$ cat src/hw/rtl/assert_macros.svh
// assertion helpers, sampled on clock and idle during reset
`ifndef ASSERT_MACROS_SVH
`define ASSERT_MACROS_SVH

// same-cycle implication
`define ASSERT_IMPL(label, pre, post, msg) \
   label: assert property (@(posedge clock) disable iff (reset) (pre) |-> (post)) \
      else $error(msg);

// next-cycle implication
`define ASSERT_NEXT(label, pre, post, msg) \
   label: assert property (@(posedge clock) disable iff (reset) (pre) |=> (post)) \
      else $error(msg);

`endif

$ cat src/hw/rtl/tcpu_pkg.sv
package tcpu_pkg;

   localparam int OPCODE_W  = 8;
   localparam int OPERAND_W = 8;
   localparam int DATA_W    = 16;
   localparam int FLAGS_W   = 12;
   localparam int FAULT_W   = 2;

   localparam logic [OPCODE_W-1:0] OP_ADD = 8'd1;
   localparam logic [OPCODE_W-1:0] OP_SUB = 8'd2;
   localparam logic [OPCODE_W-1:0] OP_MUL = 8'd3;
   localparam logic [OPCODE_W-1:0] OP_DIV = 8'd4;
   localparam logic [OPCODE_W-1:0] OP_INC = 8'd5;
   localparam logic [OPCODE_W-1:0] OP_DEC = 8'd6;
   localparam logic [OPCODE_W-1:0] OP_MOV = 8'd11;
   localparam logic [OPCODE_W-1:0] OP_JMP = 8'd14;

   localparam logic [FAULT_W-1:0] FAULT_NONE = 2'd0;
   localparam logic [FAULT_W-1:0] FAULT_REG  = 2'd1;
   localparam logic [FAULT_W-1:0] FAULT_DIV  = 2'd2;

   localparam int FLAG_PARITY_BIT = 2;
   localparam int FLAG_ZERO_BIT   = 6;
   localparam int FLAG_SIGN_BIT   = 7;
   localparam int FLAG_OVER_BIT   = 11;

   localparam logic [2:0] CODE_ZERO = 3'd0;
   localparam logic [2:0] CODE_MAX  = 3'd4;

   typedef enum logic [6:0] {
      ST_IDLE   = 7'b0000001,
      ST_RD_TGT = 7'b0000010,
      ST_RD_OTH = 7'b0000100,
      ST_CALC   = 7'b0001000,
      ST_ITER   = 7'b0010000,
      ST_WB     = 7'b0100000,
      ST_DONE   = 7'b1000000
   } state_type;

   function automatic logic code_ok(input logic [2:0] code);
      return code <= CODE_MAX;
   endfunction

   function automatic logic [FLAGS_W-1:0] flags_of(input logic [DATA_W-1:0] r);
      logic [FLAGS_W-1:0] f;
      f = '0;
      f[FLAG_ZERO_BIT]   = (r == '0);
      f[FLAG_SIGN_BIT]   = r[DATA_W-1];
      f[FLAG_OVER_BIT]   = r[DATA_W-1];
      f[FLAG_PARITY_BIT] = ~^r;
      return f;
   endfunction

endpackage

$ cat src/hw/rtl/tcpu_channels.sv
interface tcpu_req_if;
   import tcpu_pkg::*;

   logic                 valid;
   logic                 ready;
   logic [OPCODE_W-1:0]  opcode;
   logic [OPERAND_W-1:0] operand;

   modport source (output valid, opcode, operand, input ready);
   modport sink   (input valid, opcode, operand, output ready);
endinterface

interface tcpu_rsp_if;
   import tcpu_pkg::*;

   logic               valid;
   logic               ready;
   logic [DATA_W-1:0]  target_value;
   logic [FLAGS_W-1:0] flag_bits;
   logic [DATA_W-1:0]  next_pc;
   logic [FAULT_W-1:0] fault;

   modport source (output valid, target_value, flag_bits, next_pc, fault, input ready);
   modport sink   (input valid, target_value, flag_bits, next_pc, fault, output ready);
endinterface

$ cat src/hw/rtl/toy_cpu_execute_unit.sv
// channel   dir   handshake          payload
// req_bus   in    valid / ready      opcode[7:0], operand[7:0]
// rsp_bus   out   valid / ready      target_value[15:0], flag_bits[11:0], next_pc[15:0], fault[1:0]
//
// one request at a time: ready is high only while idle
// add, sub, inc, dec, mov: RD_TGT, RD_OTH, CALC, WB, then DONE; jmp and no-ops skip WB
// mul and div: the shared adder steps one bit per cycle for 16 steps in ITER, then WB
// register faults and a zero divisor go from CALC straight to DONE, skipping WB
// once the response is taken the unit returns to idle, where the next request is taken
// the response holds until taken; synchronous reset invalidates registers, clears flags and pc
`include "assert_macros.svh"

module toy_cpu_execute_unit (
   input logic        clock,
   input logic        reset,
   tcpu_req_if.sink   req_bus,
   tcpu_rsp_if.source rsp_bus
);
   import tcpu_pkg::*;

   state_type             state_ff, state_in;
   logic [OPCODE_W-1:0]   op_ff, op_in;
   logic [OPERAND_W-1:0]  arg_ff, arg_in;
   logic [DATA_W-1:0]     a_ff, a_in;
   logic [DATA_W-1:0]     b_ff, b_in;
   logic [DATA_W-1:0]     acc_ff, acc_in;
   logic [DATA_W-1:0]     res_ff, res_in;
   logic [DATA_W-1:0]     tv_ff, tv_in;
   logic [3:0]            cnt_ff, cnt_in;
   logic [FAULT_W-1:0]    fault_ff, fault_in;
   logic [FLAGS_W-1:0]    flags_ff, flags_in;
   logic [DATA_W-1:0]     pc_ff, pc_in;

   logic [DATA_W-1:0]     regfile_mem [4];
   logic [3:0]            mem_valid_ff;
   logic [DATA_W-1:0]     rd_data_ff;
   logic                  rd_ok_ff;

   logic [2:0]            tgt, oth, rd_code;
   logic [1:0]            rd_addr, wr_addr;
   logic [DATA_W-1:0]     rd_value, wb_value, wv;
   logic                  is_arith, two_regs, wr_en;

   logic [DATA_W:0]       alu_x, alu_y;
   logic                  alu_sub;
   logic [DATA_W+1:0]     alu_sum;

   assign tgt      = arg_ff[5:3];
   assign oth      = arg_ff[2:0];
   assign rd_code  = (state_ff == ST_RD_TGT) ? tgt : oth;
   assign rd_addr  = rd_code[1:0] - 2'd1;
   assign wr_addr  = tgt[1:0] - 2'd1;
   assign rd_value = rd_ok_ff ? rd_data_ff : '0;

   always_comb begin
      case (op_ff)
         OP_ADD, OP_SUB, OP_MUL, OP_DIV, OP_MOV: begin
            is_arith = 1'b1;
            two_regs = 1'b1;
         end
         OP_INC, OP_DEC: begin
            is_arith = 1'b1;
            two_regs = 1'b0;
         end
         default: begin
            is_arith = 1'b0;
            two_regs = 1'b0;
         end
      endcase
   end

   // shared adder / subtractor
   always_comb begin
      alu_x   = {1'b0, a_ff};
      alu_y   = {1'b0, rd_value};
      alu_sub = 1'b0;
      if (state_ff == ST_ITER) begin
         if (op_ff == OP_MUL) begin
            alu_x = {1'b0, acc_ff};
            alu_y = {1'b0, a_ff};
         end else begin
            alu_x   = {acc_ff, a_ff[DATA_W-1]};
            alu_y   = {1'b0, b_ff};
            alu_sub = 1'b1;
         end
      end else begin
         case (op_ff)
            OP_SUB: alu_sub = 1'b1;
            OP_INC: alu_y = (DATA_W+1)'(1);
            OP_DEC: begin
               alu_y   = (DATA_W+1)'(1);
               alu_sub = 1'b1;
            end
            default: alu_sub = 1'b0;
         endcase
      end
   end

   assign alu_sum = {1'b0, alu_x} + {1'b0, alu_y ^ {(DATA_W+1){alu_sub}}}
                  + (DATA_W+2)'(alu_sub);

   always_comb begin
      case (op_ff)
         OP_MUL:  wb_value = acc_ff;
         OP_DIV:  wb_value = a_ff;
         default: wb_value = res_ff;
      endcase
   end

   assign wv    = (tgt == CODE_ZERO) ? '0 : wb_value;
   assign wr_en = (state_ff == ST_WB) && (tgt != CODE_ZERO);

   always_comb begin
      state_in = state_ff;
      op_in    = op_ff;
      arg_in   = arg_ff;
      a_in     = a_ff;
      b_in     = b_ff;
      acc_in   = acc_ff;
      res_in   = res_ff;
      tv_in    = tv_ff;
      cnt_in   = cnt_ff;
      fault_in = fault_ff;
      flags_in = flags_ff;
      pc_in    = pc_ff;
      unique case (state_ff)
         ST_IDLE: begin
            if (req_bus.valid) begin
               op_in    = req_bus.opcode;
               arg_in   = req_bus.operand;
               state_in = ST_RD_TGT;
            end
         end
         ST_RD_TGT: begin
            state_in = ST_RD_OTH;
         end
         ST_RD_OTH: begin
            a_in     = rd_value;
            state_in = ST_CALC;
         end
         ST_CALC: begin
            fault_in = FAULT_NONE;
            b_in     = rd_value;
            tv_in    = a_ff;
            state_in = ST_DONE;
            if (is_arith) begin
               if (!code_ok(tgt) || (two_regs && !code_ok(oth))) begin
                  fault_in = FAULT_REG;
               end else begin
                  case (op_ff)
                     OP_MOV: begin
                        res_in   = rd_value;
                        state_in = ST_WB;
                     end
                     OP_MUL: begin
                        acc_in   = '0;
                        cnt_in   = 4'd15;
                        state_in = ST_ITER;
                     end
                     OP_DIV: begin
                        if (rd_value == '0) begin
                           fault_in = FAULT_DIV;
                        end else begin
                           acc_in   = '0;
                           cnt_in   = 4'd15;
                           state_in = ST_ITER;
                        end
                     end
                     default: begin
                        res_in   = alu_sum[DATA_W-1:0];
                        state_in = ST_WB;
                     end
                  endcase
               end
            end else if (op_ff == OP_JMP) begin
               pc_in = {{(DATA_W-OPERAND_W){1'b0}}, arg_ff} + DATA_W'(2);
            end else begin
               pc_in = pc_ff + DATA_W'(2);
            end
         end
         ST_ITER: begin
            if (op_ff == OP_MUL) begin
               if (b_ff[0]) begin
                  acc_in = alu_sum[DATA_W-1:0];
               end
               a_in = {a_ff[DATA_W-2:0], 1'b0};
               b_in = {1'b0, b_ff[DATA_W-1:1]};
            end else if (alu_sum[DATA_W+1]) begin
               acc_in = alu_sum[DATA_W-1:0];
               a_in   = {a_ff[DATA_W-2:0], 1'b1};
            end else begin
               acc_in = {acc_ff[DATA_W-2:0], a_ff[DATA_W-1]};
               a_in   = {a_ff[DATA_W-2:0], 1'b0};
            end
            cnt_in = cnt_ff - 4'd1;
            if (cnt_ff == 4'd0) begin
               state_in = ST_WB;
            end
         end
         ST_WB: begin
            tv_in    = wv;
            flags_in = flags_of(wv);
            pc_in    = pc_ff + DATA_W'(2);
            state_in = ST_DONE;
         end
         ST_DONE: begin
            if (rsp_bus.ready) begin
               state_in = ST_IDLE;
            end
         end
         default: state_in = ST_IDLE;
      endcase
   end

   always_ff @(posedge clock) begin
      if (reset) begin
         state_ff <= ST_IDLE;
         fault_ff <= FAULT_NONE;
         flags_ff <= '0;
         pc_ff    <= '0;
      end else begin
         state_ff <= state_in;
         fault_ff <= fault_in;
         flags_ff <= flags_in;
         pc_ff    <= pc_in;
      end
   end

   always_ff @(posedge clock) begin
      op_ff  <= op_in;
      arg_ff <= arg_in;
      a_ff   <= a_in;
      b_ff   <= b_in;
      acc_ff <= acc_in;
      res_ff <= res_in;
      tv_ff  <= tv_in;
      cnt_ff <= cnt_in;
   end

   // register file, one read port with registered data
   always_ff @(posedge clock) begin
      rd_data_ff <= regfile_mem[rd_addr];
      if (wr_en) begin
         regfile_mem[wr_addr] <= wv;
      end
   end

   always_ff @(posedge clock) begin
      if (reset) begin
         mem_valid_ff <= '0;
         rd_ok_ff     <= 1'b0;
      end else begin
         rd_ok_ff <= mem_valid_ff[rd_addr] && (rd_code != CODE_ZERO) && code_ok(rd_code);
         if (wr_en) begin
            mem_valid_ff[wr_addr] <= 1'b1;
         end
      end
   end

   assign req_bus.ready        = (state_ff == ST_IDLE);
   assign rsp_bus.valid        = (state_ff == ST_DONE);
   assign rsp_bus.target_value = tv_ff;
   assign rsp_bus.flag_bits    = flags_ff;
   assign rsp_bus.next_pc      = pc_ff;
   assign rsp_bus.fault        = fault_ff;

   `ASSERT_NEXT(a_iter_end, state_ff == ST_ITER && cnt_ff == '0, state_ff == ST_WB, "iter overrun")
   `ASSERT_IMPL(a_div_fault, rsp_bus.valid && fault_ff == FAULT_DIV, op_ff == OP_DIV, "bad div fault")
   `ASSERT_NEXT(a_busy, req_bus.valid && req_bus.ready, !req_bus.ready, "still ready")

endmodule
$ cat src/flat_wrapper.sv
// flat-port wrapper written by rule: the top's interface ports become plain ports
module toy_cpu_execute_unit_flat import tcpu_pkg::*;
  (clock, reset, req_bus_valid, req_bus_opcode, req_bus_operand, req_bus_ready, rsp_bus_valid, rsp_bus_target_value, rsp_bus_flag_bits, rsp_bus_next_pc, rsp_bus_fault, rsp_bus_ready);
  tcpu_req_if req_bus_i ();
  tcpu_rsp_if rsp_bus_i ();
  input logic clock;
  input logic reset;
  input wire logic [$bits(req_bus_i.valid)-1:0] req_bus_valid;
  input wire logic [$bits(req_bus_i.opcode)-1:0] req_bus_opcode;
  input wire logic [$bits(req_bus_i.operand)-1:0] req_bus_operand;
  output wire logic [$bits(req_bus_i.ready)-1:0] req_bus_ready;
  output wire logic [$bits(rsp_bus_i.valid)-1:0] rsp_bus_valid;
  output wire logic [$bits(rsp_bus_i.target_value)-1:0] rsp_bus_target_value;
  output wire logic [$bits(rsp_bus_i.flag_bits)-1:0] rsp_bus_flag_bits;
  output wire logic [$bits(rsp_bus_i.next_pc)-1:0] rsp_bus_next_pc;
  output wire logic [$bits(rsp_bus_i.fault)-1:0] rsp_bus_fault;
  input wire logic [$bits(rsp_bus_i.ready)-1:0] rsp_bus_ready;
  assign req_bus_i.valid = req_bus_valid;
  assign req_bus_i.opcode = req_bus_opcode;
  assign req_bus_i.operand = req_bus_operand;
  assign req_bus_ready = req_bus_i.ready;
  assign rsp_bus_valid = rsp_bus_i.valid;
  assign rsp_bus_target_value = rsp_bus_i.target_value;
  assign rsp_bus_flag_bits = rsp_bus_i.flag_bits;
  assign rsp_bus_next_pc = rsp_bus_i.next_pc;
  assign rsp_bus_fault = rsp_bus_i.fault;
  assign rsp_bus_i.ready = rsp_bus_ready;
  toy_cpu_execute_unit u_core (.clock(clock), .reset(reset), .req_bus(req_bus_i), .rsp_bus(rsp_bus_i));
endmodule
$ cat config.mk
export PLATFORM = sky130hd
export DESIGN_NAME = toy_cpu_execute_unit_flat
export DESIGN_NICKNAME = d
export VERILOG_FILES = /design/src/hw/rtl/tcpu_pkg.sv /design/src/hw/rtl/tcpu_channels.sv /design/src/hw/rtl/toy_cpu_execute_unit.sv /design/src/flat_wrapper.sv
export VERILOG_INCLUDE_DIRS = /design/src /design/src/hw/rtl
export SDC_FILE = /design/constraint.sdc
export NUM_CORES = 1
export LEC_CHECK = 0
export ABC_AREA = 1
export BUFFER_PORTS_ARGS = -buffer_cell sky130_fd_sc_hd__buf_4
export CORE_MARGIN = 2
export CORE_UTILIZATION = 55
export CTS_CLUSTER_SIZE = 8
export DETAILED_ROUTE_END_ITERATION = 8
export GPL_TIMING_DRIVEN = 0
export PLACE_DENSITY_LB_ADDON = 0.05
export SLEW_MARGIN = 40
export SYNTH_ARGS = -nofsm -noshare
export SYNTH_HDL_FRONTEND = slang
export SYNTH_SLANG_ARGS = --single-unit
$ cat constraint.sdc
create_clock -name clock -period 3.95 [get_ports clock]
set_input_delay 0.395 -clock clock [delete_from_list [all_inputs] [get_ports clock]]
set_output_delay 0.395 -clock clock [all_outputs]
set_load 0.01 [all_outputs]
==> impl_metrics.tcl <==
set metrics [dict create \
    htreeDepth 1 \
    stdcell_count 1611 \
    drt_iter0_markers 851 \
    ir_worst_vdd_v 0.0004212 \
    max_clock_freq_mhz 268.0 \
    nFillCells 1640 \
    ys_seq_elements 213 \
    yosys-top-cells-area "edfxtp_1, dfxtp_1, nand2_1, o21ai_0, inv_1" \
    status "complete, no violations" \
    critPathArrivalTime_ns 4.02 \
    syn_area_per_cell_um2 9.128 \
    nNetsFinal 1371 \
    ys_types 46 \
    diodes 0 \
    grt_pass1_wl_um 47290 \
    yosysTopAreaCellShare_pct 44.70 \
    worst_pin_slew_ns 0.7755 \
    initial_core_util_pct 56.24 \
    startpoint_type "flip-flop" \
    max_stage_delay_ns 0.38 \
    finalPower_mw 5.320 \
    worstSetupPathType "flip-flop to flip-flop" \
    ant_nets 0 \
    portBuffers 59 \
    synthArstFlopShare_pct 0 \
    path_buf_inv 3 \
    viasPerCell 5.637 \
    yosysTopAreaCell "edfxtp_1" \
    routabilityCongestion 0.9435 \
    finClkSkew_ns 0.02155 \
    setup_viol 0 \
    critPathTopFamily "simple AND/OR/NAND/NOR gates" \
    cp_common_cell "nand2_1" \
    regToRegSetupSlack_ns 0.22 \
    synth_edf_count 164 \
    ys.flop_type "edfxtp_1" \
    r2r-end "u_core.res_ff[12]$_DFFE_PP_" \
    syn_to_final_growth_pct 17.75 \
    hold_path.class "primary input to flip-flop" \
    die_width_um 145.5 \
    drive_gt1_share_pct 13.97 \
    cts-buffers-inserted 30 \
    worstSetupEndpointType "flip-flop" \
    grt_usage_pct 28.31 \
    powerDensity_nw_per_um2 410.0 \
    worstRegToRegCells 21 \
    grt_max_degree 18 \
    finalMaxSlewViolations 0 \
    synthesis.area_um2 11020 \
    finalCritPeriodShare_pct 94.45 \
    crit_chain "nor2_2, nand2_2, nor2_8, buf_6, buf_4, nand2_1, o22ai_1, a21oi_1, xor2_1, ha_1, nand2_1, o21ai_2, nand3_1, nand2_1, nand3_1, nand3_1, nand2_1, o21ai_0, xor2_1, buf_4, o21ai_0" \
    clock-sinks 213 \
    yosysMostFrequentCell "nand2_1" \
    dieArea_um2 21180 \
    cts_tree "yes" \
    yosys_warnings 0 \
    final_hold_viol_count 0 \
    maxCapViolations 0 \
    clk_pin_slew_ns 0.05 \
    slew_headroom_pct 48.17 \
    wl_per_cell_um 18.80 \
    die_h_um 145.5 \
    critPathRequiredTime_ns 4.24 \
    cts-root-buf "clkbuf_16" \
    synthTopCellsByCount "nand2_1, edfxtp_1, inv_1" \
    place_inst 1544 \
    period_needed_ns 3.731 \
    antenna_found_initial 0 \
    drc_errors 0 \
    core_um2 19590 \
    regToRegStartpoint "u_core.state_ff[0]$_SDFFE_PP1P_" \
    worst_path_max_delay_cell "ha_1" \
    insertion_delay_ns 0.56 \
    vias 9081 \
    num_io_pins 68 \
    rows 51 \
    critPathMaxFanout 10 \
    cp-endpoint "u_core.res_ff[12]$_DFFE_PP_" \
    crit_cells 21 \
    dp_hpwl_um 22580 \
    firstDrtPassIters 5 \
    clock_path_buffers 3 \
    crit_path_start "u_core.state_ff[0]$_SDFFE_PP1P_" \
    routed_wl_um 30290 \
    grt_pass1_vias 8536 \
    holdCritStartpoint "req_bus_opcode[1]" \
    syn_inst 1207 \
    overflow 0 \
    leakage_nw 5.319 \
    synth-seq-area-share_pct 53.60 \
]
[per-stage QoR]
step                      hold slack [ns]  setup slack, ns  area [um2]  setup TNS, ns  util [%]
after global routing             0.007908        -0.003570       12970      -0.003570     66.23
after global placement             0.4451          -0.4142       11820         -2.435     60.33
after CTS                         0.01198          0.01725       12850              0     65.59
after detailed placement           0.4567          -0.3985       11890         -2.354     60.70
after floorplan                    0.4349           0.6184       11040              0         -
final                             0.02323           0.2191       12970              0     66.23
[worst min-delay path by stage]
stage / cells past startpoint / endpoint
finish: 1 / u_core.op_ff[1]$_DFFE_PP_
detailed placement: 2 / u_core.mem_valid_ff[3]$_SDFFE_PP0P_
floorplan: 2 / u_core.mem_valid_ff[0]$_SDFFE_PP0P_
global route: 1 / u_core.op_ff[1]$_DFFE_PP_
global placement: 2 / u_core.mem_valid_ff[3]$_SDFFE_PP0P_
CTS: 1 / u_core.arg_ff[0]$_DFFE_PP_
[layout make-up]
type | instances | area (um2) | share of cell area (%)
clock inverters | 1 | 30.03 | 0.2315
repair buffers | 78 | 593.1 | 4.571
plain buffers | 53 | 312.8 | 2.411
flip-flops and latches | 213 | 5906 | 45.52
well taps | 265 | 331.6 | 2.556
inverters | 136 | 510.5 | 3.935
multi-input cells | 810 | 4436 | 34.19
clock buffers | 55 | 854.6 | 6.587
[cells in the final DEF (no fill, tap or decap), types with 17 or more instances in the layout]
| master | count |
|---|---|
| nor2_1 | 115 |
| nand2_1 | 216 |
| xor2_1 | 33 |
| a21oi_1 | 61 |
| inv_1 | 127 |
| ha_1 | 27 |
| clkbuf_16 | 30 |
| nand3_1 | 56 |
| edfxtp_1 | 164 |
| clkbuf_1 | 43 |
| o22ai_1 | 20 |
| o21ai_0 | 118 |
| buf_4 | 80 |
| dfxtp_1 | 49 |
| o211ai_1 | 17 |
| xnor2_1 | 17 |
[sequential cells by signal, summed over array words and instances, names as in the netlist, 16 cells and up]
name,count
u_core.rsp_bus.target_value,16
u_core.a_ff,16
u_core.acc_ff,16
u_core.res_ff,16
u_core.rsp_bus.next_pc,16
u_core.regfile_mem,64
u_core.rd_data_ff,16
u_core.b_ff,16
[cells by family (layout without fill, tap and decap cells)]
group / after synthesis / count (layout) / share of synthesized area, %
AND/OR/NAND/NOR: 457 / 457 / 18.09
AO/OA/AOI/OAI: 266 / 266 / 13.75
flip-flops: 213 / 213 / 53.60
buffers and inverters: 191 / 323 / 7.188
XOR/XNOR: 50 / 50 / 3.975
adder cells (fa/ha/maj): 29 / 29 / 3.361
other: 1 / 8 / 0.03404
[what timing repair did]
item | in CTS | in global routing
gates resized for setup | 6 | 47
setup buffers | 0 | 6
pin swaps | 0 | 4
hold buffers | 7 | 0
gates cloned | 0 | 0
setup endpoints to repair | 20 | 22
endpoints found under the hold margin | 7 | 0
[power breakdown]
group / internal, mW / leakage [nW] / switching, mW
sequential: 2.47 / 1.95 / 0.0354
clock: 1.44 / 0.417 / 0.936
combinational: 0.148 / 2.96 / 0.294
[metal layers]
layer	vias up	global-route usage, %	part of all wire [%]
met5	-	0	0
met4	0	6.029	1.6
met3	42	5.799	9.5
met2	423	45.36	46
met1	4242	40.24	43
li1	4374	-	-
Note: power is estimated with default switching activity, not from simulation.
